$ cat src/design/btke_pkg.sv
`default_nettype none
// ----------------------------------------------------------------------------
// btke_pkg
// Shared types and constants of the typematic key event generator.
// ----------------------------------------------------------------------------
package btke_pkg;

	localparam int ButtonBits = 16;
	localparam int IdxW       = 4;
	localparam int TickW      = 32;
	localparam int IvlW       = 16;

	localparam logic [IdxW-1:0] SkipLo  = 4'd10;
	localparam logic [IdxW-1:0] SkipHi  = 4'd11;
	localparam logic [IdxW-1:0] LastIdx = 4'd15;

	// configuration register indexes
	localparam logic CfgEventsEnable = 1'b0;
	localparam logic CfgRepeatIvl    = 1'b1;

	// controller to datapath
	typedef struct packed {
		logic            load;
		logic            step;
		logic            flush;
		logic [IdxW-1:0] idx;
	} cmd_t;

	// datapath to controller
	typedef struct packed {
		logic enable;
		logic evt;
		logic pend_v;
		logic out_free;
	} sts_t;

endpackage
`default_nettype wire

$ cat src/design/btke_if.sv
`default_nettype none
// ----------------------------------------------------------------------------
// btke_in_if / btke_out_if
// Valid/ready channels for polls and for key events.
// ----------------------------------------------------------------------------
interface btke_in_if;
	logic        valid;
	logic        ready;
	logic [15:0] buttons;
	logic        packet_advanced;
	logic [31:0] now_ms;

	modport source (output valid, buttons, packet_advanced, now_ms, input ready);
	modport sink   (input valid, buttons, packet_advanced, now_ms, output ready);
endinterface

interface btke_out_if;
	logic       valid;
	logic       ready;
	logic [3:0] button_index;
	logic       is_release;
	logic       was_held;
	logic       last;

	modport source (output valid, button_index, is_release, was_held, last, input ready);
	modport sink   (input valid, button_index, is_release, was_held, last, output ready);
endinterface
`default_nettype wire

$ cat src/design/btke_ctrl.sv
`default_nettype none
// ----------------------------------------------------------------------------
// btke_ctrl
// Sequencer: accepts a poll and, with events enabled, walks the button positions and flushes the last event.
// ----------------------------------------------------------------------------
module btke_ctrl (
	input  wire logic           clk,
	input  wire logic           arst_n,
	input  wire logic           in_valid,
	output logic                in_ready,
	input  wire btke_pkg::sts_t sts,
	output btke_pkg::cmd_t      cmd
);

	typedef enum logic [2:0] {
		StIdle  = 3'b001,
		StWalk  = 3'b010,
		StFlush = 3'b100
	} state_t;

	state_t                     state_q, state_d;
	logic [btke_pkg::IdxW-1:0]  idx_q;
	logic                       step;
	logic                       flush_done;

	assign in_ready   = (state_q == StIdle);
	// a new event may only displace a pending one if the output can take it
	assign step       = (state_q == StWalk) && (!sts.evt || !sts.pend_v || sts.out_free);
	assign flush_done = (state_q == StFlush) && (!sts.pend_v || sts.out_free);

	always_comb begin
		cmd.load  = in_valid && in_ready;
		cmd.step  = step;
		cmd.flush = flush_done && sts.pend_v;
		cmd.idx   = idx_q;
	end

	always_comb begin
		state_d = state_q;
		case (state_q)
			StIdle: begin
				if (in_valid && sts.enable) state_d = StWalk;
			end
			StWalk: begin
				if (step && idx_q == btke_pkg::LastIdx) state_d = StFlush;
			end
			StFlush: begin
				if (flush_done) state_d = StIdle;
			end
			default: state_d = StIdle;
		endcase
	end

	always_ff @(posedge clk or negedge arst_n) begin
		if (!arst_n) begin
			state_q <= StIdle;
			idx_q   <= '0;
		end else begin
			state_q <= state_d;
			if (cmd.load) idx_q <= '0;
			else if (step) idx_q <= idx_q + 1'b1;
		end
	end

endmodule
`default_nettype wire

$ cat src/design/btke_dp.sv
`default_nettype none
// ----------------------------------------------------------------------------
// btke_dp
// Datapath: configuration and poll registers, press records, repeat compare, pending and output
// event registers.
// ----------------------------------------------------------------------------
module btke_dp (
	input  wire logic           clk,
	input  wire logic           arst_n,
	input  wire logic           cfg_we,
	input  wire logic           cfg_index,
	input  wire logic [15:0]    cfg_data,
	btke_in_if.sink             in_ch,
	btke_out_if.source          out_ch,
	input  wire btke_pkg::cmd_t cmd,
	output btke_pkg::sts_t      sts
);

	localparam int Bits = btke_pkg::ButtonBits;

	logic                        enable_q;
	logic [btke_pkg::IvlW-1:0]   ivl_q;
	logic [Bits-1:0]             prev_q;
	logic [Bits-1:0]             walk_prev_q;
	logic [Bits-1:0]             cur_q;
	logic                        adv_q;
	logic [btke_pkg::TickW-1:0]  now_q;
	logic [btke_pkg::TickW-1:0]  tick_q [Bits];
	logic [Bits-1:0]             valid_q;

	logic                        pend_v_q;
	logic [btke_pkg::IdxW-1:0]   pend_idx_q;
	logic                        pend_rel_q;
	logic                        pend_held_q;

	logic                        out_v_q;
	logic [btke_pkg::IdxW-1:0]   out_idx_q;
	logic                        out_rel_q;
	logic                        out_held_q;
	logic                        out_last_q;

	logic                        down, was, skip, fire;
	logic                        key_dn, key_up, evt;
	logic [btke_pkg::TickW-1:0]  elapsed;
	logic                        out_free, move;

	always_ff @(posedge clk or negedge arst_n) begin
		if (!arst_n) begin
			enable_q <= 1'b0;
			ivl_q    <= '0;
		end else if (cfg_we) begin
			case (cfg_index)
				btke_pkg::CfgEventsEnable: enable_q <= cfg_data[0];
				btke_pkg::CfgRepeatIvl:    ivl_q    <= cfg_data;
				default: ;
			endcase
		end
	end

	// event decision for the position under the walk pointer
	always_comb begin
		down    = cur_q[cmd.idx];
		was     = walk_prev_q[cmd.idx];
		skip    = (cmd.idx == btke_pkg::SkipLo) || (cmd.idx == btke_pkg::SkipHi);
		elapsed = now_q - tick_q[cmd.idx];
		fire    = !valid_q[cmd.idx]
			|| ((ivl_q != '0) && (elapsed >= {{(btke_pkg::TickW-btke_pkg::IvlW){1'b0}}, ivl_q}))
			|| ((ivl_q == '0) && !was);
		key_dn  = !skip && down && fire;
		key_up  = !skip && adv_q && !down && was;
		evt     = key_dn || key_up;
	end

	assign out_free = !out_v_q || out_ch.ready;
	assign move     = (cmd.step && evt && pend_v_q) || cmd.flush;

	always_comb begin
		sts.enable   = enable_q;
		sts.evt      = evt;
		sts.pend_v   = pend_v_q;
		sts.out_free = out_free;
	end

	always_ff @(posedge clk or negedge arst_n) begin
		if (!arst_n) begin
			prev_q <= '0;
		end else if (cmd.load) begin
			prev_q <= in_ch.buttons;
		end
	end

	// snapshot the poll; the walk sees the word from before it
	always_ff @(posedge clk) begin
		if (cmd.load) begin
			walk_prev_q <= prev_q;
			cur_q       <= in_ch.buttons;
			adv_q       <= in_ch.packet_advanced;
			now_q       <= in_ch.now_ms;
		end
	end

	always_ff @(posedge clk) begin
		if (cmd.step && key_dn) tick_q[cmd.idx] <= now_q;
	end

	always_ff @(posedge clk or negedge arst_n) begin
		if (!arst_n) begin
			valid_q <= '0;
		end else if (cmd.step) begin
			if (key_dn) valid_q[cmd.idx] <= 1'b1;
			else if (key_up) valid_q[cmd.idx] <= 1'b0;
		end
	end

	// hold one event back so the final one of a poll can be marked
	always_ff @(posedge clk or negedge arst_n) begin
		if (!arst_n) begin
			pend_v_q <= 1'b0;
		end else if (cmd.step && evt) begin
			pend_v_q <= 1'b1;
		end else if (cmd.flush) begin
			pend_v_q <= 1'b0;
		end
	end

	always_ff @(posedge clk) begin
		if (cmd.step && evt) begin
			pend_idx_q  <= cmd.idx;
			pend_rel_q  <= key_up;
			pend_held_q <= key_dn && was;
		end
	end

	always_ff @(posedge clk or negedge arst_n) begin
		if (!arst_n) begin
			out_v_q <= 1'b0;
		end else if (move) begin
			out_v_q <= 1'b1;
		end else if (out_ch.ready) begin
			out_v_q <= 1'b0;
		end
	end

	always_ff @(posedge clk) begin
		if (move) begin
			out_idx_q  <= pend_idx_q;
			out_rel_q  <= pend_rel_q;
			out_held_q <= pend_held_q;
			out_last_q <= cmd.flush;
		end
	end

	assign out_ch.valid        = out_v_q;
	assign out_ch.button_index = out_idx_q;
	assign out_ch.is_release   = out_rel_q;
	assign out_ch.was_held     = out_held_q;
	assign out_ch.last         = out_last_q;

endmodule
`default_nettype wire

$ cat src/design/button_typematic_key_events.sv
`default_nettype none
// ----------------------------------------------------------------------------
// button_typematic_key_events
// Turns polled button words into key-down, auto-repeat and key-up events.
// ----------------------------------------------------------------------------
// Usage:
//   in_ch carries one poll per transaction: button word, packet-advanced flag
//   and millisecond tick. out_ch carries one key event per transaction, in
//   ascending button order, with last set on the final event of a poll.
//   Configuration is written through cfg_we/cfg_index/cfg_data while idle:
//   index 0 enables events, index 1 sets the repeat interval in ticks.
//   With events enabled a poll is accepted, then each button position is stepped
//   through the single tick compare in ascending order, and the held-back final
//   event is flushed. With events disabled a poll is accepted and only updates
//   the stored word. An event enters the output register when the next event
//   of the same poll is found; the final one enters at the flush. When the
//   receiver stalls, the walk stops at the next event that would need the
//   output register; the next poll is accepted once the final event sits in
//   the output register, even if it has not been taken yet.
//   Reset clears the configuration, the previous word and all press records.
// ----------------------------------------------------------------------------
module button_typematic_key_events (
	input  wire logic        clk,
	input  wire logic        arst_n,
	input  wire logic        cfg_we,
	input  wire logic        cfg_index,
	input  wire logic [15:0] cfg_data,
	btke_in_if.sink          in_ch,
	btke_out_if.source       out_ch
);

	btke_pkg::cmd_t cmd;
	btke_pkg::sts_t sts;
	logic           in_ready;

	btke_ctrl u_ctrl (
		.clk      (clk),
		.arst_n   (arst_n),
		.in_valid (in_ch.valid),
		.in_ready (in_ready),
		.sts      (sts),
		.cmd      (cmd)
	);

	assign in_ch.ready = in_ready;

	btke_dp u_dp (
		.clk       (clk),
		.arst_n    (arst_n),
		.cfg_we    (cfg_we),
		.cfg_index (cfg_index),
		.cfg_data  (cfg_data),
		.in_ch     (in_ch),
		.out_ch    (out_ch),
		.cmd       (cmd),
		.sts       (sts)
	);

`ifndef NO_ASSERTIONS
	a_idle_no_pending: assert property (@(posedge clk) disable iff (!arst_n)
		in_ready |-> !sts.pend_v)
		else $error("event still pending while accepting a poll");

	a_one_command: assert property (@(posedge clk) disable iff (!arst_n)
		$onehot0({cmd.load, cmd.step, cmd.flush}))
		else $error("more than one command in a cycle");

	a_no_overwrite: assert property (@(posedge clk) disable iff (!arst_n)
		(cmd.step && sts.evt && sts.pend_v) || cmd.flush |-> sts.out_free)
		else $error("output event overwritten before transaction");
`endif

endmodule
`default_nettype wire
$ cat src/flat_wrapper.sv
// flat-port wrapper written by rule: the top's interface ports become plain ports
module button_typematic_key_events_flat 
  (clk, arst_n, cfg_we, cfg_index, cfg_data, in_ch_valid, in_ch_buttons, in_ch_packet_advanced, in_ch_now_ms, in_ch_ready, out_ch_valid, out_ch_button_index, out_ch_is_release, out_ch_was_held, out_ch_last, out_ch_ready);
  btke_in_if in_ch_i ();
  btke_out_if out_ch_i ();
  input  wire logic clk;
  input  wire logic arst_n;
  input  wire logic cfg_we;
  input  wire logic cfg_index;
  input  wire logic [15:0] cfg_data;
  input wire logic [$bits(in_ch_i.valid)-1:0] in_ch_valid;
  input wire logic [$bits(in_ch_i.buttons)-1:0] in_ch_buttons;
  input wire logic [$bits(in_ch_i.packet_advanced)-1:0] in_ch_packet_advanced;
  input wire logic [$bits(in_ch_i.now_ms)-1:0] in_ch_now_ms;
  output wire logic [$bits(in_ch_i.ready)-1:0] in_ch_ready;
  output wire logic [$bits(out_ch_i.valid)-1:0] out_ch_valid;
  output wire logic [$bits(out_ch_i.button_index)-1:0] out_ch_button_index;
  output wire logic [$bits(out_ch_i.is_release)-1:0] out_ch_is_release;
  output wire logic [$bits(out_ch_i.was_held)-1:0] out_ch_was_held;
  output wire logic [$bits(out_ch_i.last)-1:0] out_ch_last;
  input wire logic [$bits(out_ch_i.ready)-1:0] out_ch_ready;
  assign in_ch_i.valid = in_ch_valid;
  assign in_ch_i.buttons = in_ch_buttons;
  assign in_ch_i.packet_advanced = in_ch_packet_advanced;
  assign in_ch_i.now_ms = in_ch_now_ms;
  assign in_ch_ready = in_ch_i.ready;
  assign out_ch_valid = out_ch_i.valid;
  assign out_ch_button_index = out_ch_i.button_index;
  assign out_ch_is_release = out_ch_i.is_release;
  assign out_ch_was_held = out_ch_i.was_held;
  assign out_ch_last = out_ch_i.last;
  assign out_ch_i.ready = out_ch_ready;
  button_typematic_key_events u_core (.clk(clk), .arst_n(arst_n), .cfg_we(cfg_we), .cfg_index(cfg_index), .cfg_data(cfg_data), .in_ch(in_ch_i), .out_ch(out_ch_i));
endmodule
$ cat config.mk
export PLATFORM = sky130hd
export DESIGN_NAME = button_typematic_key_events_flat
export DESIGN_NICKNAME = d
export VERILOG_FILES = /design/src/design/btke_pkg.sv /design/src/design/btke_if.sv /design/src/design/btke_ctrl.sv /design/src/design/btke_dp.sv /design/src/design/button_typematic_key_events.sv /design/src/flat_wrapper.sv
export SDC_FILE = /design/constraint.sdc
export NUM_CORES = 1
export LEC_CHECK = 0
export ABC_CLOCK_PERIOD_IN_PS = 9120
export BUFFER_PORTS_ARGS = -buffer_cell sky130_fd_sc_hd__buf_4
export CAP_MARGIN = 20
export CORE_ASPECT_RATIO = 1.4
export CORE_MARGIN = 2
export CORE_UTILIZATION = 50
export DETAILED_ROUTE_END_ITERATION = 10
export GPL_ROUTABILITY_DRIVEN = 0
export GPL_TIMING_DRIVEN = 0
export PLACE_DENSITY = 0.76
export SLEW_MARGIN = 20
export SYNTH_ARGS = -nofsm -noshare
export SYNTH_HDL_FRONTEND = slang
export SYNTH_SLANG_ARGS = --single-unit
$ cat constraint.sdc
create_clock -name clk -period 9.12 [get_ports clk]
set_input_delay 1.824 -clock clk [delete_from_list [all_inputs] [get_ports clk]]
set_output_delay 1.824 -clock clk [all_outputs]
set_load 0.03 [all_outputs]
==> results.cfg <==
[min_path]
min_path_type = register to register
worstHoldEndpoint = u_core.u_dp.out_ch.button_index[0]$_DFFE_PP_
hold_path_depth = 0
hp-start = u_core.u_dp.pend_idx_q[0]$_DFFE_PP_

[critical_path]
critPathMaxFanout = 19
start_kind = register
rr_endpoint = u_core.u_dp.tick_q[1][12]$_DFFE_PP_
critPathRequiredTime_ns = 9.46
critPathCaptureType = register
crit_path_max_incr_delay_ns = 0.60
critical_path_class = register to register
arrival_ns = 8.95
rr_worst_depth = 25
r2r-start = u_core.u_ctrl.idx_q[0]$_DFFE_PN0P_
cp_top_family = compound AO/OA/AOI/OAI gates
r2r_slack_ns = 0.51
cpMostUsedCell = a21oi_1
slowest_stage = clkdlybuf4s15_2
crit_buf_inv = 5

[route]
routedWlPerCell_um = 25.0
vias = 14400
drc_errors = 0
via_per_inst = 5.93
drt-initial-drc-count = 1365
dr.pass1.iters = 7
ant_nets = 0
drt-total-wl_um = 60800

[global_routing]
grt_pass1_wl_um = 91500
grt_pass1_vias = 15100
grt_usage_pct = 21.9
grt_max_degree = 59
antenna_found_initial = 0
grt_overflow_total = 0

[logic_synthesis]
yosysWarnings = 0
ys_ff_latch = 648
synth_top_area_cell = edfxtp_1
post-synth-top-count-cell = edfxtp_1
synthTopCellsByArea = edfxtp_1 65%, mux4_2 14%, dfrtp_1 5.3%, ha_1 2.5%, mux2_2 1.4%
ys_types = 73
ys_top_cells_by_count = 590 x edfxtp_1, 173 x mux4_2, 60 x inv_1
netlist.area_leader.share_pct = 65.5
async_reset_ff_share_pct = 8.95
ys_seq_area_share_pct = 70.8
synthFlopType = edfxtp_1
netlist_instances = 1437
synth-edff-count = 590
syn_avg_cell_area_sq_um = 18.8
synth_area_sq_mm = 0.0271

[sta]
max_freq_mhz = 116
finalCriticalPeriod_ns = 8.61
skew_ns = 0.0246
hold_violations = 0
slew_headroom_pct = 33.4
setup_violations = 0
final.period_utilization_pct = 94.4
rsz0062_at_grt = false
slew_viol_final = 0
worstMarginPinSlew_ns = 1.00

[clock_tree]
root_buffer = clkbuf_16
clockBufferDepth = 3
htreeDepth = 2
cts_tree = done
cts_buffers = 56
cts.sinks = 648
clk_pin_slew_ns = 0.07
clock_latency_ns = 0.60

[floorplan]
pin_count = 80
row_count = 100
initial_utilization_pct = 50.8
die_w_um = 201
core_sq_mm = 0.0533
die_area_sq_mm = 0.0560
die_h_um = 279

[power]
p_int_w = 0.00646
power_leakage_nw = 10.7
clkPwrFrac_pct = 25.4
power.switching_w = 0.00314
switching_share_pct = 32.7
p_comb_share_pct = 35.0
finalPower_w = 0.00961
seqPwrFrac_pct = 39.7
power_density_mw_per_mm2 = 305
peakVddDrop_mv = 0.174

[placed_design]
hpwl_um = 41200
io_buffers = 79
dp.cells = 2317

[job]
drv_cap = 0

[layout]
area_growth_pct = 16.4
nets = 1793
drive_above_1_share_pct = 27.2
n_antenna_cell = 0
fin_cells = 2429

[outcome]
status = finished, final reports clean
registers in the layout, indices dropped and copies added (netlist names), named ones only:
| signal | cells |
|---|---|
| u_core.u_dp.tick_q | 512 |
| u_core.u_dp.out_ch.last | 1 |
| u_core.u_dp.ivl_q | 16 |
| u_core.u_dp.pend_idx_q | 4 |
| u_core.u_dp.enable_q | 1 |
| u_core.u_dp.out_ch.is_release | 1 |
| u_core.u_dp.prev_q | 16 |
| u_core.u_dp.walk_prev_q | 16 |
| u_core.u_dp.out_ch.valid | 1 |
| u_core.u_dp.out_ch.button_index | 4 |
| u_core.u_dp.pend_v_q | 1 |
| u_core.u_dp.pend_held_q | 1 |
| u_core.u_dp.adv_q | 1 |
| u_core.u_dp.now_q | 32 |
| u_core.u_dp.out_ch.was_held | 1 |
| u_core.u_dp.cur_q | 16 |
| u_core.u_ctrl.idx_q | 4 |
| u_core.u_dp.pend_rel_q | 1 |
| u_core.u_ctrl.state_q | 3 |
what timing repair did:
item | 4_1_cts | 5_1_grt
pin swaps | 4 | 3
setup endpoints to repair | 365 | 462
endpoints found under the hold margin | 0 | 0
setup buffers | 4 | 5
hold buffers | 0 | 0
resized for setup | 5 | 0
worst register-to-register path: cells and delay by family, from the launching register on:
family          cells  cell delay [ns]
compound gates      8             2.05
xor+xnor            1             0.27
fa+ha+maj           3             1.00
buf+inv             5             1.80
flops               1             0.41
mux                 2             1.14
simple gates        6             1.69
cell type report:
type | count | area, sq um
multi-input combinational | 727 | 7730
clock buffer | 70 | 1560
sequential | 648 | 19200
inverter | 61 | 229
clock inverter | 35 | 354
buffer | 62 | 288
timing repair buffer | 112 | 1270
fill | 3837 | 21800
tap | 714 | 893
stage by stage:
stage,instance area (sq um),setup TNS (ns),hold WS (ns),worst slack (ns),utilization (%)
final,31500,0,0.422,0.509,59.1
after global routing,31500,0,0.431,0.0341,59.1
after CTS,31400,0,0.424,0.0555,58.9
after detailed placement,29400,-44.66,0.407,-0.333,55.2
after global placement,28800,-1042.69,0.402,-3.88,54.0
after floorplan,27300,0,0.400,0.423,-
logic make-up after synthesis:
kind of cell | Yosys count | synth area share, %
buffers and inverters | 125 | 1.86
DFF | 648 | 70.8
muxes | 212 | 16.0
xor gates and xnor gates | 24 | 0.777
adders and majority gates | 54 | 2.52
AOI/OAI and AO/OA | 164 | 4.17
other | 1 | 0.0139
and+or+nand+nor | 209 | 3.81
layout by cell type, fill, tap and decap left out, types with 6 or more instances in the layout:
cell type and count:
nor2_1 39, clkbuf_16 59, a31oi_1 13, buf_4 86
nand4_1 11, bufinv_16 6, nand2_1 57, buf_16 12
dfrtp_1 57, buf_2 15, a21oi_1 43, ha_1 53
edfxtp_1 590, nor2b_1 8, o21a_1 6, nand3_1 28
inv_1 60, mux2_2 34, nand2b_1 7, nor4_1 7
xor2_1 7, o2bb2ai_1 7, clkinv_2 12, buf_12 15
a21o_1 23, xnor2_1 17, nor2_4 13, o211ai_1 7
mux4_2 173, o21ai_0 24, conb_1 64, clkinv_1 8
nor3_1 12, and2_1 6, clkbuf_1 40
how the worst max path moves through the flow:
stage	from	end	slack (ns)	cells after the start
6_report	u_core.u_ctrl.idx_q[0]$_DFFE_PN0P_	u_core.u_dp.tick_q[1][12]$_DFFE_PP_	0.51	25
5_1_grt	u_core.u_ctrl.idx_q[0]$_DFFE_PN0P_	u_core.u_dp.tick_q[1][12]$_DFFE_PP_	0.03	25
4_1_cts	u_core.u_ctrl.idx_q[0]$_DFFE_PN0P_	u_core.u_dp.tick_q[1][12]$_DFFE_PP_	0.06	27
3_5_place_dp	u_core.u_ctrl.idx_q[0]$_DFFE_PN0P_	u_core.u_dp.tick_q[4][15]$_DFFE_PP_	-0.33	27
3_3_place_gp	u_core.u_ctrl.idx_q[0]$_DFFE_PN0P_	u_core.u_dp.tick_q[4][17]$_DFFE_PP_	-3.88	25
2_1_floorplan	u_core.u_ctrl.idx_q[0]$_DFFE_PN0P_	u_core.u_dp.tick_q[4][0]$_DFFE_PP_	0.42	25
power by group through the flow:
stage | registers (W) | clock network (W) | logic, W
2_1_floorplan | 0.00381 | 0 | 0.00240
3_3_place_gp | 0.00385 | 0 | 0.00319
3_5_place_dp | 0.00387 | 0 | 0.00331
4_1_cts | 0.00381 | 0.00248 | 0.00334
5_1_grt | 0.00384 | 0.00258 | 0.00363
6_report | 0.00381 | 0.00244 | 0.00336
routing by layer:
| layer | vias to the layer above | part of all wire [%] | global-route usage (%) |
|---|---|---|---|
| li1 | 6208 | - | - |
| met1 | 7398 | 38 | 27.3 |
| met2 | 648 | 52 | 38.3 |
| met3 | 153 | 5.9 | 3.09 |
| met4 | 0 | 4.7 | 10.3 |
| met5 | - | 0 | 0 |
No activity file was read; power rests on OpenSTA's default activity.
